[config.mk]
export PLATFORM = sky130hd
export DESIGN_NAME = cd_pregap_index_mapper
export DESIGN_NICKNAME = d
export VERILOG_FILES = /design/src/hdl/cdpg_pkg.sv /design/src/hdl/cdpg_evidence.sv /design/src/hdl/cd_pregap_index_mapper.sv
export VERILOG_INCLUDE_DIRS = /design/src /design/src/hdl
export SDC_FILE = /design/constraint.sdc
export NUM_CORES = 1
export LEC_CHECK = 0
export BUFFER_PORTS_ARGS = -buffer_cell sky130_fd_sc_hd__buf_2
export CAP_MARGIN = 20
export CORE_MARGIN = 4
export CORE_UTILIZATION = 25
export DETAILED_ROUTE_END_ITERATION = 10
export PLACE_DENSITY = 0.38
export SLEW_MARGIN = 0
export SYNTH_ARGS = -nofsm -noshare
export SYNTH_HDL_FRONTEND = slang
export SYNTH_SLANG_ARGS = --single-unit
[constraint.sdc]
create_clock -name clk -period 7.95 [get_ports clk]
set_input_delay 1.1925 -clock clk [delete_from_list [all_inputs] [get_ports clk]]
set_output_delay 1.1925 -clock clk [all_outputs]
set_load 0.03 [all_outputs]
[src/hdl/cd_pregap_index_mapper_macros.svh]
// Assertion macros shared by the pregap mapper RTL.
`ifndef CD_PREGAP_INDEX_MAPPER_MACROS_SVH
`define CD_PREGAP_INDEX_MAPPER_MACROS_SVH

`ifndef SYNTH

// Same-cycle implication.
`define CDPG_ASSERT_IMP(lbl, clk_i, rst_i, ante, cons) \
  lbl: assert property (@(posedge clk_i) disable iff (rst_i) (ante) |-> (cons)) \
    else $error("cdpg assertion failed");

// Next-cycle implication.
`define CDPG_ASSERT_NXT(lbl, clk_i, rst_i, ante, cons) \
  lbl: assert property (@(posedge clk_i) disable iff (rst_i) (ante) |=> (cons)) \
    else $error("cdpg assertion failed");

`else

`define CDPG_ASSERT_IMP(lbl, clk_i, rst_i, ante, cons)
`define CDPG_ASSERT_NXT(lbl, clk_i, rst_i, ante, cons)

`endif

`endif

[src/hdl/cdpg_pkg.sv]
// Types and constants for the pregap index mapper.
`timescale 1ns / 1ps
`default_nettype none

package cdpg_pkg;

  // Approach windows before the index-1 boundary, in frames.
  localparam int SCAN_WINDOW  = 400;
  localparam int CLEAN_WINDOW = 150;

  // Compare width: holds any LBA, base+count and LBA-window without wrap.
  localparam int CW = 24;

  localparam logic [18:0] REL_MAX     = 19'h7FFFF;
  localparam logic [6:0]  TRACK_RESET = 7'd1;
  localparam logic [3:0]  QMODE_POS   = 4'd1;
  localparam logic [7:0]  IDX_PREGAP  = 8'd0;
  localparam logic [7:0]  IDX_START   = 8'd1;

  // Register indexes (byte address 4*i).
  localparam logic [1:0] REG_TRACK      = 2'd0;
  localparam logic [1:0] REG_INDEX1     = 2'd1;
  localparam logic [1:0] REG_SCAN_BASE  = 2'd2;
  localparam logic [1:0] REG_SCAN_COUNT = 2'd3;

  typedef enum logic [1:0] {
    PG_NONE    = 2'd0,
    PG_PRESENT = 2'd1,
    PG_UNKNOWN = 2'd2,
    PG_NODATA  = 2'd3
  } pg_state_t;

  typedef enum logic {
    OP_FRAME  = 1'b0,
    OP_FINISH = 1'b1
  } op_t;

  typedef struct packed {
    logic [6:0]         track_number;
    logic signed [20:0] bound_lba;
    logic signed [20:0] scan_base_lba;
    logic [19:0]        scan_count;
  } cfg_t;

  typedef struct packed {
    logic signed [20:0] frame_lba;
    logic               crc_good;
    logic [3:0]         q_mode;
    logic [7:0]         q_track;
    logic [7:0]         q_index;
    logic [6:0]         rel_minutes;
    logic [5:0]         rel_seconds;
    logic [6:0]         rel_frame;
  } frame_t;

  typedef struct packed {
    logic [6:0]         track_out;
    logic signed [20:0] boundary_lba;
    logic signed [20:0] q_idx1_lba;
    logic signed [20:0] pregap_start_lba;
    pg_state_t          gap_state;
    logic [18:0]        pregap_length;
    logic [7:0]         highest_index;
    logic [7:0]         clean_good_count;
    logic [7:0]         clean_bad_count;
  } map_t;

endpackage

`default_nettype wire

[src/hdl/cdpg_evidence.sv]
// Per-track evidence registers, frame classification and map entry build.
`timescale 1ns / 1ps
`default_nettype none
`include "cd_pregap_index_mapper_macros.svh"

module cdpg_evidence (
  input  wire logic             clk,
  input  wire logic             rst,
  input  wire cdpg_pkg::cfg_t   cfg,
  input  wire logic             fire,
  input  wire cdpg_pkg::op_t    op,
  input  wire cdpg_pkg::frame_t frame,
  output cdpg_pkg::map_t        map
);

  localparam int CW = cdpg_pkg::CW;

  // Evidence registers
  logic                  idx0_seen, idx0_seen_next;
  logic [18:0]           longest_rel_time, longest_rel_time_next;
  logic [7:0]            max_index_seen, max_index_seen_next;
  logic signed [20:0]    first_idx1_lba, first_idx1_lba_next;
  logic                  idx1_valid, idx1_valid_next;
  logic [7:0]            good_count, good_count_next;
  logic [7:0]            bad_count, bad_count_next;
  cdpg_pkg::pg_state_t   verdict, verdict_next;

  logic signed [CW-1:0]  lba_w, l_w, base_w, end_w, lo_scan, lo_clean, lm1;
  logic                  in_window, pre_bnd, clean, pos, own, no_data, present;
  logic [19:0]           rel_raw;
  logic [18:0]           rel_sat;

  assign lba_w    = CW'(frame.frame_lba);
  assign l_w      = CW'(cfg.bound_lba);
  assign base_w   = CW'(cfg.scan_base_lba);
  assign end_w    = base_w + $signed({{(CW-20){1'b0}}, cfg.scan_count});
  assign lo_scan  = l_w - CW'(cdpg_pkg::SCAN_WINDOW);
  assign lo_clean = l_w - CW'(cdpg_pkg::CLEAN_WINDOW);
  assign lm1      = l_w - CW'(1);

  assign in_window = (lba_w >= lo_scan) && (lba_w <= l_w) &&
                     (lba_w >= base_w) && (lba_w < end_w);
  assign pre_bnd   = lba_w < l_w;
  assign clean     = pre_bnd && (lba_w >= lo_clean);
  assign pos       = frame.q_mode == cdpg_pkg::QMODE_POS;
  assign own       = frame.q_track == {1'b0, cfg.track_number};

  // (min*60 + sec)*75 + frame, as min*4500 + sec*75 + frame
  assign rel_raw = 20'(20'(frame.rel_minutes) * 20'd4500) +
                   20'(20'(frame.rel_seconds) * 20'd75) +
                   20'(frame.rel_frame);
  assign rel_sat = (rel_raw > {1'b0, cdpg_pkg::REL_MAX}) ? cdpg_pkg::REL_MAX : rel_raw[18:0];

  always_comb begin
    idx0_seen_next        = idx0_seen;
    longest_rel_time_next = longest_rel_time;
    max_index_seen_next   = max_index_seen;
    first_idx1_lba_next   = first_idx1_lba;
    idx1_valid_next       = idx1_valid;
    good_count_next       = good_count;
    bad_count_next        = bad_count;
    verdict_next          = verdict;
    if (fire) begin
      if (op == cdpg_pkg::OP_FINISH) begin
        idx0_seen_next        = 1'b0;
        longest_rel_time_next = '0;
        max_index_seen_next   = '0;
        first_idx1_lba_next   = '1;
        idx1_valid_next       = 1'b0;
        good_count_next       = '0;
        bad_count_next        = '0;
        verdict_next          = cdpg_pkg::PG_UNKNOWN;
      end else if (in_window) begin
        if (!frame.crc_good) begin
          if (clean && bad_count != 8'hFF) begin
            bad_count_next = bad_count + 8'd1;
          end
          if (pre_bnd) begin
            verdict_next = cdpg_pkg::PG_UNKNOWN;
          end
        end else begin
          if (clean && good_count != 8'hFF) begin
            good_count_next = good_count + 8'd1;
          end
          if (pos) begin
            if (pre_bnd) begin
              verdict_next = cdpg_pkg::PG_NONE;
            end
            if (own) begin
              if (frame.q_index > max_index_seen) begin
                max_index_seen_next = frame.q_index;
              end
              if (frame.q_index == cdpg_pkg::IDX_PREGAP && pre_bnd) begin
                idx0_seen_next = 1'b1;
                if (rel_sat > longest_rel_time) begin
                  longest_rel_time_next = rel_sat;
                end
              end else if (frame.q_index == cdpg_pkg::IDX_START) begin
                if (!idx1_valid || frame.frame_lba < first_idx1_lba) begin
                  first_idx1_lba_next = frame.frame_lba;
                  idx1_valid_next     = 1'b1;
                end
              end
            end
          end
        end
      end
    end
  end

  always_ff @(posedge clk) begin
    if (rst) begin
      idx0_seen        <= 1'b0;
      longest_rel_time <= '0;
      max_index_seen   <= '0;
      first_idx1_lba   <= '1;
      idx1_valid       <= 1'b0;
      good_count       <= '0;
      bad_count        <= '0;
      verdict          <= cdpg_pkg::PG_UNKNOWN;
    end else begin
      idx0_seen        <= idx0_seen_next;
      longest_rel_time <= longest_rel_time_next;
      max_index_seen   <= max_index_seen_next;
      first_idx1_lba   <= first_idx1_lba_next;
      idx1_valid       <= idx1_valid_next;
      good_count       <= good_count_next;
      bad_count        <= bad_count_next;
      verdict          <= verdict_next;
    end
  end

  // Map entry from current evidence
  assign no_data = !((lm1 >= base_w) && (lm1 < end_w));
  assign present = idx0_seen && (longest_rel_time != '0);

  always_comb begin
    map.track_out        = cfg.track_number;
    map.boundary_lba     = cfg.bound_lba;
    map.q_idx1_lba       = '1;
    map.pregap_start_lba = '1;
    map.gap_state        = cdpg_pkg::PG_NODATA;
    map.pregap_length    = '0;
    map.highest_index    = '0;
    map.clean_good_count = '0;
    map.clean_bad_count  = '0;
    if (!no_data) begin
      if (idx1_valid) begin
        map.q_idx1_lba = first_idx1_lba;
      end
      map.highest_index    = max_index_seen;
      map.clean_good_count = good_count;
      map.clean_bad_count  = bad_count;
      if (present) begin
        map.gap_state        = cdpg_pkg::PG_PRESENT;
        map.pregap_length    = longest_rel_time;
        map.pregap_start_lba = cfg.bound_lba - {2'b00, longest_rel_time};
      end else begin
        map.gap_state = verdict;
      end
    end
  end

  `CDPG_ASSERT_NXT(a_clear_on_finish, clk, rst, fire && op == cdpg_pkg::OP_FINISH, good_count == 8'd0 && bad_count == 8'd0 && !idx1_valid && !idx0_seen)
  `CDPG_ASSERT_IMP(a_seen_longest, clk, rst, !idx0_seen, longest_rel_time == 19'd0)
  `CDPG_ASSERT_NXT(a_ignore_outside, clk, rst, fire && op == cdpg_pkg::OP_FRAME && !in_window, good_count == $past(good_count) && bad_count == $past(bad_count) && verdict == $past(verdict))

endmodule

`default_nettype wire

[src/hdl/cd_pregap_index_mapper.sv]
// Top level of the CD pregap index mapper: config port, input stage, output register.
// A finish transaction is registered in the input stage, then its map entry in the output register, shown on m_*.
// Throughput: one transaction per cycle; frame transactions produce no output.
// Input stalls only while a finish waits in the stage and the output register is held.
// Reset (rst, synchronous, high): pipeline empty, evidence cleared, registers to defaults.
`timescale 1ns / 1ps
`default_nettype none
`include "cd_pregap_index_mapper_macros.svh"

module cd_pregap_index_mapper (
  input  wire logic         clk,
  input  wire logic         rst,
  // Configuration port
  input  wire logic         psel,
  input  wire logic         penable,
  input  wire logic         pwrite,
  input  wire logic [3:0]   paddr,
  input  wire logic [31:0]  pwdata,
  output logic [31:0]       prdata,
  output logic              pready,
  // Frame / finish stream in
  input  wire logic         s_tvalid,
  output logic              s_tready,
  // frame_lba[20:0], crc_good[21], q_mode[25:22], q_track[33:26], q_index[41:34],
  // rel_minutes[48:42], rel_seconds[54:49], rel_frame[61:55], zero[63:62]
  input  wire logic [63:0]  s_tdata,
  // op[0]: 0 frame, 1 finish
  input  wire logic         s_tuser,
  // Map entry stream out
  output logic              m_tvalid,
  input  wire logic         m_tready,
  // track_out[6:0], boundary_lba[27:7], q_idx1_lba[48:28], pregap_start_lba[69:49],
  // gap_state[71:70], pregap_length[90:72], highest_index[98:91],
  // clean_good_count[106:99], clean_bad_count[114:107], zero[119:115]
  output logic [119:0]      m_tdata
);

  cdpg_pkg::cfg_t   cfg;
  logic             cfg_wr;

  logic             s1_valid;
  cdpg_pkg::op_t    s1_op;
  cdpg_pkg::frame_t s1_frame;
  logic             s1_adv, stage_fire, map_load;

  cdpg_pkg::map_t   core_map, out_map;
  logic             out_valid;

  // ---------------------------------------------------------------
  // Configuration registers; word index from paddr[3:2]
  // ---------------------------------------------------------------
  assign pready = 1'b1;
  assign cfg_wr = psel && penable && pwrite && pready;

  always_ff @(posedge clk) begin
    if (rst) begin
      cfg.track_number  <= cdpg_pkg::TRACK_RESET;
      cfg.bound_lba     <= '0;
      cfg.scan_base_lba <= '0;
      cfg.scan_count    <= '0;
    end else if (cfg_wr) begin
      unique case (paddr[3:2])
        cdpg_pkg::REG_TRACK:      cfg.track_number  <= pwdata[6:0];
        cdpg_pkg::REG_INDEX1:     cfg.bound_lba     <= pwdata[20:0];
        cdpg_pkg::REG_SCAN_BASE:  cfg.scan_base_lba <= pwdata[20:0];
        cdpg_pkg::REG_SCAN_COUNT: cfg.scan_count    <= pwdata[19:0];
        default: ;
      endcase
    end
  end

  always_comb begin
    unique case (paddr[3:2])
      cdpg_pkg::REG_TRACK:      prdata = {25'd0, cfg.track_number};
      cdpg_pkg::REG_INDEX1:     prdata = 32'(cfg.bound_lba);
      cdpg_pkg::REG_SCAN_BASE:  prdata = 32'(cfg.scan_base_lba);
      cdpg_pkg::REG_SCAN_COUNT: prdata = {12'd0, cfg.scan_count};
      default:                  prdata = '0;
    endcase
  end

  // ---------------------------------------------------------------
  // Input stage. Frames always drain; a finish drains only when the
  // output register is free or being emptied this cycle.
  // ---------------------------------------------------------------
  assign s1_adv     = !(s1_op == cdpg_pkg::OP_FINISH && out_valid && !m_tready);
  assign stage_fire = s1_valid && s1_adv;
  assign s_tready   = !s1_valid || s1_adv;
  assign map_load   = stage_fire && s1_op == cdpg_pkg::OP_FINISH;

  always_ff @(posedge clk) begin
    if (rst) begin
      s1_valid <= 1'b0;
      s1_op    <= cdpg_pkg::OP_FRAME;
    end else if (s_tready) begin
      s1_valid <= s_tvalid;
      if (s_tvalid) begin
        s1_op <= cdpg_pkg::op_t'(s_tuser);
      end
    end
  end

  always_ff @(posedge clk) begin
    if (s_tvalid && s_tready) begin
      s1_frame.frame_lba   <= s_tdata[20:0];
      s1_frame.crc_good    <= s_tdata[21];
      s1_frame.q_mode      <= s_tdata[25:22];
      s1_frame.q_track     <= s_tdata[33:26];
      s1_frame.q_index     <= s_tdata[41:34];
      s1_frame.rel_minutes <= s_tdata[48:42];
      s1_frame.rel_seconds <= s_tdata[54:49];
      s1_frame.rel_frame   <= s_tdata[61:55];
    end
  end

  // Evidence and map build
  cdpg_evidence u_evidence (
    .clk   (clk),
    .rst   (rst),
    .cfg   (cfg),
    .fire  (stage_fire),
    .op    (s1_op),
    .frame (s1_frame),
    .map   (core_map)
  );

  // ---------------------------------------------------------------
  // Output register
  // ---------------------------------------------------------------
  always_ff @(posedge clk) begin
    if (rst) begin
      out_valid <= 1'b0;
    end else if (map_load) begin
      out_valid <= 1'b1;
    end else if (m_tready) begin
      out_valid <= 1'b0;
    end
  end

  always_ff @(posedge clk) begin
    if (map_load) begin
      out_map <= core_map;
    end
  end

  assign m_tvalid = out_valid;
  assign m_tdata  = {5'd0,
                     out_map.clean_bad_count,
                     out_map.clean_good_count,
                     out_map.highest_index,
                     out_map.pregap_length,
                     out_map.gap_state,
                     out_map.pregap_start_lba,
                     out_map.q_idx1_lba,
                     out_map.boundary_lba,
                     out_map.track_out};

  `CDPG_ASSERT_IMP(a_ready_stall, clk, rst, !s_tready, s1_valid && s1_op == cdpg_pkg::OP_FINISH && out_valid && !m_tready)
  `CDPG_ASSERT_NXT(a_map_loaded, clk, rst, map_load, m_tvalid)
  `CDPG_ASSERT_NXT(a_frame_silent, clk, rst, stage_fire && s1_op == cdpg_pkg::OP_FRAME && !out_valid, !m_tvalid)

endmodule

`default_nettype wire
==> results of run 1 <==
==> per-stage QoR <==
stage / hold slack, ps / area (sq um) / setup slack (ps) / power (W) / cells
2_1_floorplan: 406 / 21400 / 538 / 0.00315 / 2233
3_3_place_gp: 464 / 23900 / 320 / 0.00365 / 3550
3_5_place_dp: 464 / 23900 / 281 / 0.00367 / 3550
4_1_cts: 472 / 25300 / 186 / 0.00571 / 3625
5_1_grt: 488 / 25300 / 61.1 / 0.00602 / 3629
6_report: 470 / 25300 / 516 / 0.00562 / 3630
==> state kept, by name, summed over array words and instances (netlist names), 8 cells and up <==
signal	cells
m_tdata	115
cfg	69
s1_frame	62
u_evidence.first_idx1_lba	21
u_evidence.longest_rel_time	19
u_evidence.bad_count	8
u_evidence.good_count	8
u_evidence.max_index_seen	8
==> cells by family (layout without fill, tap and decap cells) <==
group | count (synthesis) | count (layout) | share of synthesized area
AO/OA/AOI/OAI | 494 | 494 | 0.149
AND/OR/NAND/NOR | 671 | 671 | 0.153
XOR/XNOR | 109 | 109 | 0.0447
adder cells (fa/ha/maj) | 339 | 339 | 0.208
other | 2 | 8 | 0.000352
flip-flops | 316 | 316 | 0.379
multiplexers | 20 | 20 | 0.0137
buffers and inverters | 278 | 539 | 0.0524
==> worst max path at each step <==
stage,from,endpoint,slack [ps],cells past startpoint
2_1_floorplan,m_tready,u_evidence.good_count[7],540,6
3_3_place_gp,s1_frame[17],u_evidence.longest_rel_time[13],320,33
3_5_place_dp,s1_frame[17],u_evidence.longest_rel_time[13],280,33
4_1_cts,s1_frame[17],u_evidence.longest_rel_time[6],190,33
5_1_grt,s1_frame[17],u_evidence.longest_rel_time[15],60,34
6_report,s1_frame[17],u_evidence.longest_rel_time[13],520,34
==> layout by cell type, fill, tap and decap left out, types with 7 or more instances in the layout <==
cell type  synthesis  routed
a211oi_1          14      13
and2_1            24      24
nand3_1           68      68
or3_1             15      15
fa_1              27      27
edfxtp_1         177     177
a21oi_1          191     191
clkbuf_16          0      41
a31oi_1            9       9
buf_2              3     241
nand4_1           31      31
xor2_1            31      31
nor3_1            46      44
mux4_2             7       7
inv_1            188     188
buf_4             17      30
o21bai_1           8       8
nand2_1          249     249
nor4_1            15      15
nand2b_1          16      16
mux2i_1           12      12
nor2b_1           32      31
o31ai_1           11      11
a21o_1            30      30
ha_1             312     312
clkinv_2           0      10
o21a_1            23      23
o22a_1            21      21
o2bb2ai_1         19      19
or4_1             10      10
o211ai_1          12      12
dfxtp_1          139     139
nor2_1           109     107
and3_1            19      19
nand3b_1           7       7
a22o_1            14      14
xnor2_1           78      78
o21ai_0           90      90
==> critical path, delay by kind of cell (launching register included) <==
| kind | cells | cell delay (ps) |
|---|---|---|
| fa+ha+maj | 9 | 2940 |
| compound gates | 9 | 1930 |
| simple gates | 9 | 1070 |
| buf+inv | 6 | 690 |
| xor+xnor | 1 | 200 |
| flops | 1 | 520 |
==> synthesized netlist by cell type (32+ instances only) <==
| cell | number |
|---|---|
| nor3_1 | 46 |
| o21ai_0 | 90 |
| nand2_1 | 249 |
| ha_1 | 312 |
| dfxtp_1 | 139 |
| inv_1 | 188 |
| a21oi_1 | 191 |
| nor2b_1 | 32 |
| nor2_1 | 109 |
| edfxtp_1 | 177 |
| nand3_1 | 68 |
| xnor2_1 | 78 |
| clkbuf_1 | 66 |
==> power breakdown <==
| group | switching, W | internal, W | total, W |
|---|---|---|---|
| logic | 0.00110 | 0.000738 | 0.00183 |
| clock network | 0.000802 | 0.00118 | 0.00198 |
| registers | 0.0000483 | 0.00176 | 0.00181 |
| total | 0.00195 | 0.00367 | 0.00562 |
==> layer usage <==
| metal | global-route usage | part of all wire |
|---|---|---|
| met4 | 0.0411 | 0.022 |
| met1 | 0.219 | 0.48 |
| met5 | 0 | 0.00018 |
| met3 | 0.0246 | 0.041 |
| met2 | 0.259 | 0.46 |
==> layout make-up <==
cell class | count | area (sq um) | area share
multi-input cells | 1639 | 12200 | 0.481
flip-flops and latches | 316 | 8100 | 0.319
repair buffers | 275 | 1500 | 0.0590
well taps | 1134 | 1420 | 0.0560
clock buffers | 46 | 1060 | 0.0420
inverters | 189 | 709 | 0.0280
clock inverters | 29 | 354 | 0.0140
diodes | 2 | 5.00 | 0.000197
==> impl_results.md, run 1 <==
* Outcome: completed
* FILL cells at 8860
* Critical path data required time at 8460 ps
* Max Freq at 135 MHz
* TritonRoute pass-1 iters at 5
* Total power per unit cell area at 222 nW/um^2
* Post-Route Skew at 23.2 ps
* RePlAce Congestion at 0.844
* Num ports at 263
* Average cell area after synthesis at 9.59 sq um
* CTS tree: done
* Measured slew at the worst slew-check pin at 1030 ps
* Global-route wire length before repair at 109000 um
* Cell taking the most area after synthesis: edfxtp_1
* Drt via density at 4.73
* Min-Delay Path Depth at 2
* IO buf count at 241
* MaxCap Viol Count at 0
* RSZ-0062 raised after global routing: false
* CP Launch Type: register
* CTS resizes at 0
* Most frequent CP cell: ha_1
* Distinct cells, synth at 81
* Post-CTS setup buffers at 0
* TNS Setup at 0 ps
* Post-synthesis sequential area ratio at 0.379
* Period minus WS final at 7430 ps
* R2r setup slk at 520 ps
* Yosys warnings at 0
* Largest net degree at the start of global routing at 76
* Aggregate routed wire length at 72900 um
* Antenna violations before repair at 5
* Layout cell share with drive strength beyond 1 at 0.155
* Placement row count at 106
* P_leak at 10.5 nW
* Async SR Flop Fraction at 0
* Utilization after layout at 0.301
* Worst-path fanout max at 19
* CP Capture Type: register
* Class of the worst hold path: register to register
* Core area at 84200 sq um
* Mapped Cells at 2229
* Total CTS buffers at 41
* Final #Nets at 2909
* Critical Path Max Stage Delay at 520 ps
* Worst R2R End: u_evidence.longest_rel_time[13]
* Worst-path clk slew at 60 ps
* Final HPWL DP at 56900 um
* Residual DRC at 0
* EDFF count, synth at 177
* Initial DRC count at 735
* Netlist Area Pre-Place at 21400 sq um
* Critical Path AT at 7940 ps
* Final Max Tran Viols at 0
* CP max-delay cell: edfxtp_1
* WS Path Type: register to register
* Synth top area cells: edfxtp_1 (25%), ha_1 (18%), dfxtp_1 (13%)
* DIE AREA at 90200 sq um
* Area delta synth->final at 18.6%
* Reg-to-Reg Start: s1_frame[17]
* Synth top area share at 0.249
* Post-DR wirelength/cell at 20.1 um
* Clk buf depth at 3
* Period utilisation layout at 0.935
* Post-CTS Hold Buffers at 0
* Die span in x at 300 um
* Main synth FF type: edfxtp_1
* GRT Residual Overflow at 0
* GR Util All Layers at 0.159
* Peak VDD IR at 0.144 mV
* Initial core utilization at 0.254
* H-tree levels at 2
* Root Buffer: clkbuf_16
* Post-synthesis register bit count at 316
* Vias in the first global route at 17300
* Post-route ant nets at 0
* Relative slew slack at 0.309
* Hold Crit Endpoint: cfg[45]
* Clock sink total at 316
* Worst Hold Launch: cfg[45]
* Die Y at 300 um
* Final setup fails at 0
* R2R depth at 34
* Clock latency on the worst-skew pair at 590 ps
* Final Hold Fails at 0
* Routed vias at 17200
Power figures use the tool's default switching activity.
==> run 2, diff against run 1 <==
--- a/config.mk
+++ b/config.mk
@@ -8,6 +8,7 @@
 export LEC_CHECK = 0
 export BUFFER_PORTS_ARGS = -buffer_cell sky130_fd_sc_hd__buf_2
 export CAP_MARGIN = 20
+export CORE_ASPECT_RATIO = 1.75
 export CORE_MARGIN = 4
 export CORE_UTILIZATION = 25
 export DETAILED_ROUTE_END_ITERATION = 10
==> impl_results.md, run 2 (synthesized netlist as in run 1, its figures left out) <==
* Most frequent cells in the layout: ha_1 (312), nand2_1 (249), buf_2 (243), a21oi_1 (190), inv_1 (188)
* Peak VDD IR at 0.198 mV
* Initial core utilization at 0.252
* CP max-delay cell: fa_1
* CTS resizes at 0
* Vias in the first global route at 18200
* Total power per unit cell area at 217 nW/um^2
* Aggregate routed wire length at 77700 um
* Critical Path AT at 7940 ps
* Die Y at 395 um
* Top delay family on crit path: adder cells
* Most frequent CP cell: ha_1
* TritonRoute pass-1 iters at 5
* Final Max Tran Viols at 0
* Clock latency on the worst-skew pair at 580 ps
* Most common cell after layout, fill and taps aside: ha_1
* Antenna violations before repair at 13
* Post-CTS setup buffers at 0
* Max reg flops at 115
* Period minus WS final at 7450 ps
* P_leak at 10.5 nW
* GR Util All Layers at 0.167
* RSZ-0062 raised after global routing: false
* Total CTS buffers at 38
* Num ports at 263
* Final HPWL DP at 62400 um
* Post-route ant nets at 0
* CP Launch Type: register
* Post-Route Skew at 25.7 ps
* Die span in x at 229 um
* Routed vias at 17300
* Residual DRC at 0
* Utilization after layout at 0.297
* GRT Residual Overflow at 0
* Worst Setup Slack, final at 503 ps
* Drt via density at 4.85
* Final setup fails at 0
* Layout cell share with drive strength beyond 1 at 0.156
* Outcome: completed
* FILL cells at 8934
* Post-DR wirelength/cell at 21.8 um
* Core area at 84700 sq um
* Dpl ws at 317 ps
* CP Capture Type: register
* Critical Path Max Stage Delay at 490 ps
* Worst-path fanout max at 19
* Non-Filler Instances at 3570
* Clk buf depth at 3
* Global-route wire length before repair at 114000 um
* Period utilisation layout at 0.937
* Post-CTS Hold Buffers at 0
* H-tree levels at 2
* Clock sink total at 316
* Worst-path clk slew at 70 ps
* Root Buffer: clkbuf_16
* Final Hold Fails at 0
* Largest net degree at the start of global routing at 72
* Area delta synth->final at 17.9%
* Initial DRC count at 709
* CTS tree: done
* Critical path data required time at 8440 ps
* Max Freq at 134 MHz
* MaxCap Viol Count at 0
* DP Cell Count at 3494
* Placement row count at 141
* Relative slew slack at 0.331
* DIE AREA at 90400 sq um
* IO buf count at 241
* Class of the worst hold path: register to register
* TNS Setup at 0 ps
* Final #Nets at 2911
* Measured slew at the worst slew-check pin at 1000 ps
* WS Path Type: register to register
* RePlAce Congestion at 0.864
* Worst Path Buf+Inv at 6
## run 2: layer usage
layer / track usage / routed length, um / vias up / part of all wire
met3: 0.0321 / 3420 / 135 / 0.044
met5: 0 / 76 / - / 0.00098
met1: 0.171 / 28600 / 8334 / 0.37
li1: - / - / 8470 / -
met4: 0.0786 / 4120 / 12 / 0.053
met2: 0.321 / 41600 / 365 / 0.53
## run 2: report_power, final
part	total (W)	internal, W	leakage (nW)	switching [W]
Clock	0.00181	0.00106	0.642	0.000757
Combinational	0.00184	0.000748	7.02	0.00109
Sequential	0.00180	0.00176	2.81	0.0000442
## run 2: worst register-to-register path: cells and delay by family, from the launching register on
family | cells | cell delay [ps]
compound gates | 7 | 1570
xor+xnor | 1 | 200
fa+ha+maj | 9 | 2840
buf+inv | 6 | 620
flops | 1 | 400
simple gates | 10 | 1770
## run 2: cell type report
cell class	instances	area (sq um)	area share
diodes	5	12.5	0.000497
clock buffers	50	1150	0.0457
clock inverters	19	130	0.00517
inverters	189	709	0.0282
multi-input cells	1639	12200	0.484
flip-flops and latches	316	8100	0.321
well taps	1072	1340	0.0533
repair buffers	280	1540	0.0613
## run 2: path summary, 6_finish.rpt
| check | to | from | slack, ps | cells past startpoint |
|---|---|---|---|---|
| worst max register to register | u_evidence.longest_rel_time[4] | s1_frame[19] | 500 | 33 |
| worst max-delay path | u_evidence.longest_rel_time[4] | s1_frame[19] | 500 | 33 |
| worst min register to register | u_evidence.idx0_seen | u_evidence.idx0_seen | 470 | 2 |
| worst min-delay path | u_evidence.idx0_seen | u_evidence.idx0_seen | 470 | 2 |
## run 2: through the flow
step	hold WS [ps]	power, W	area [sq um]
6_report	466	0.00545	25200
5_1_grt	492	0.00585	25200
4_1_cts	471	0.00558	25100
3_5_place_dp	454	0.00371	23900
3_3_place_gp	451	0.00367	23900
2_1_floorplan	406	0.00315	21400
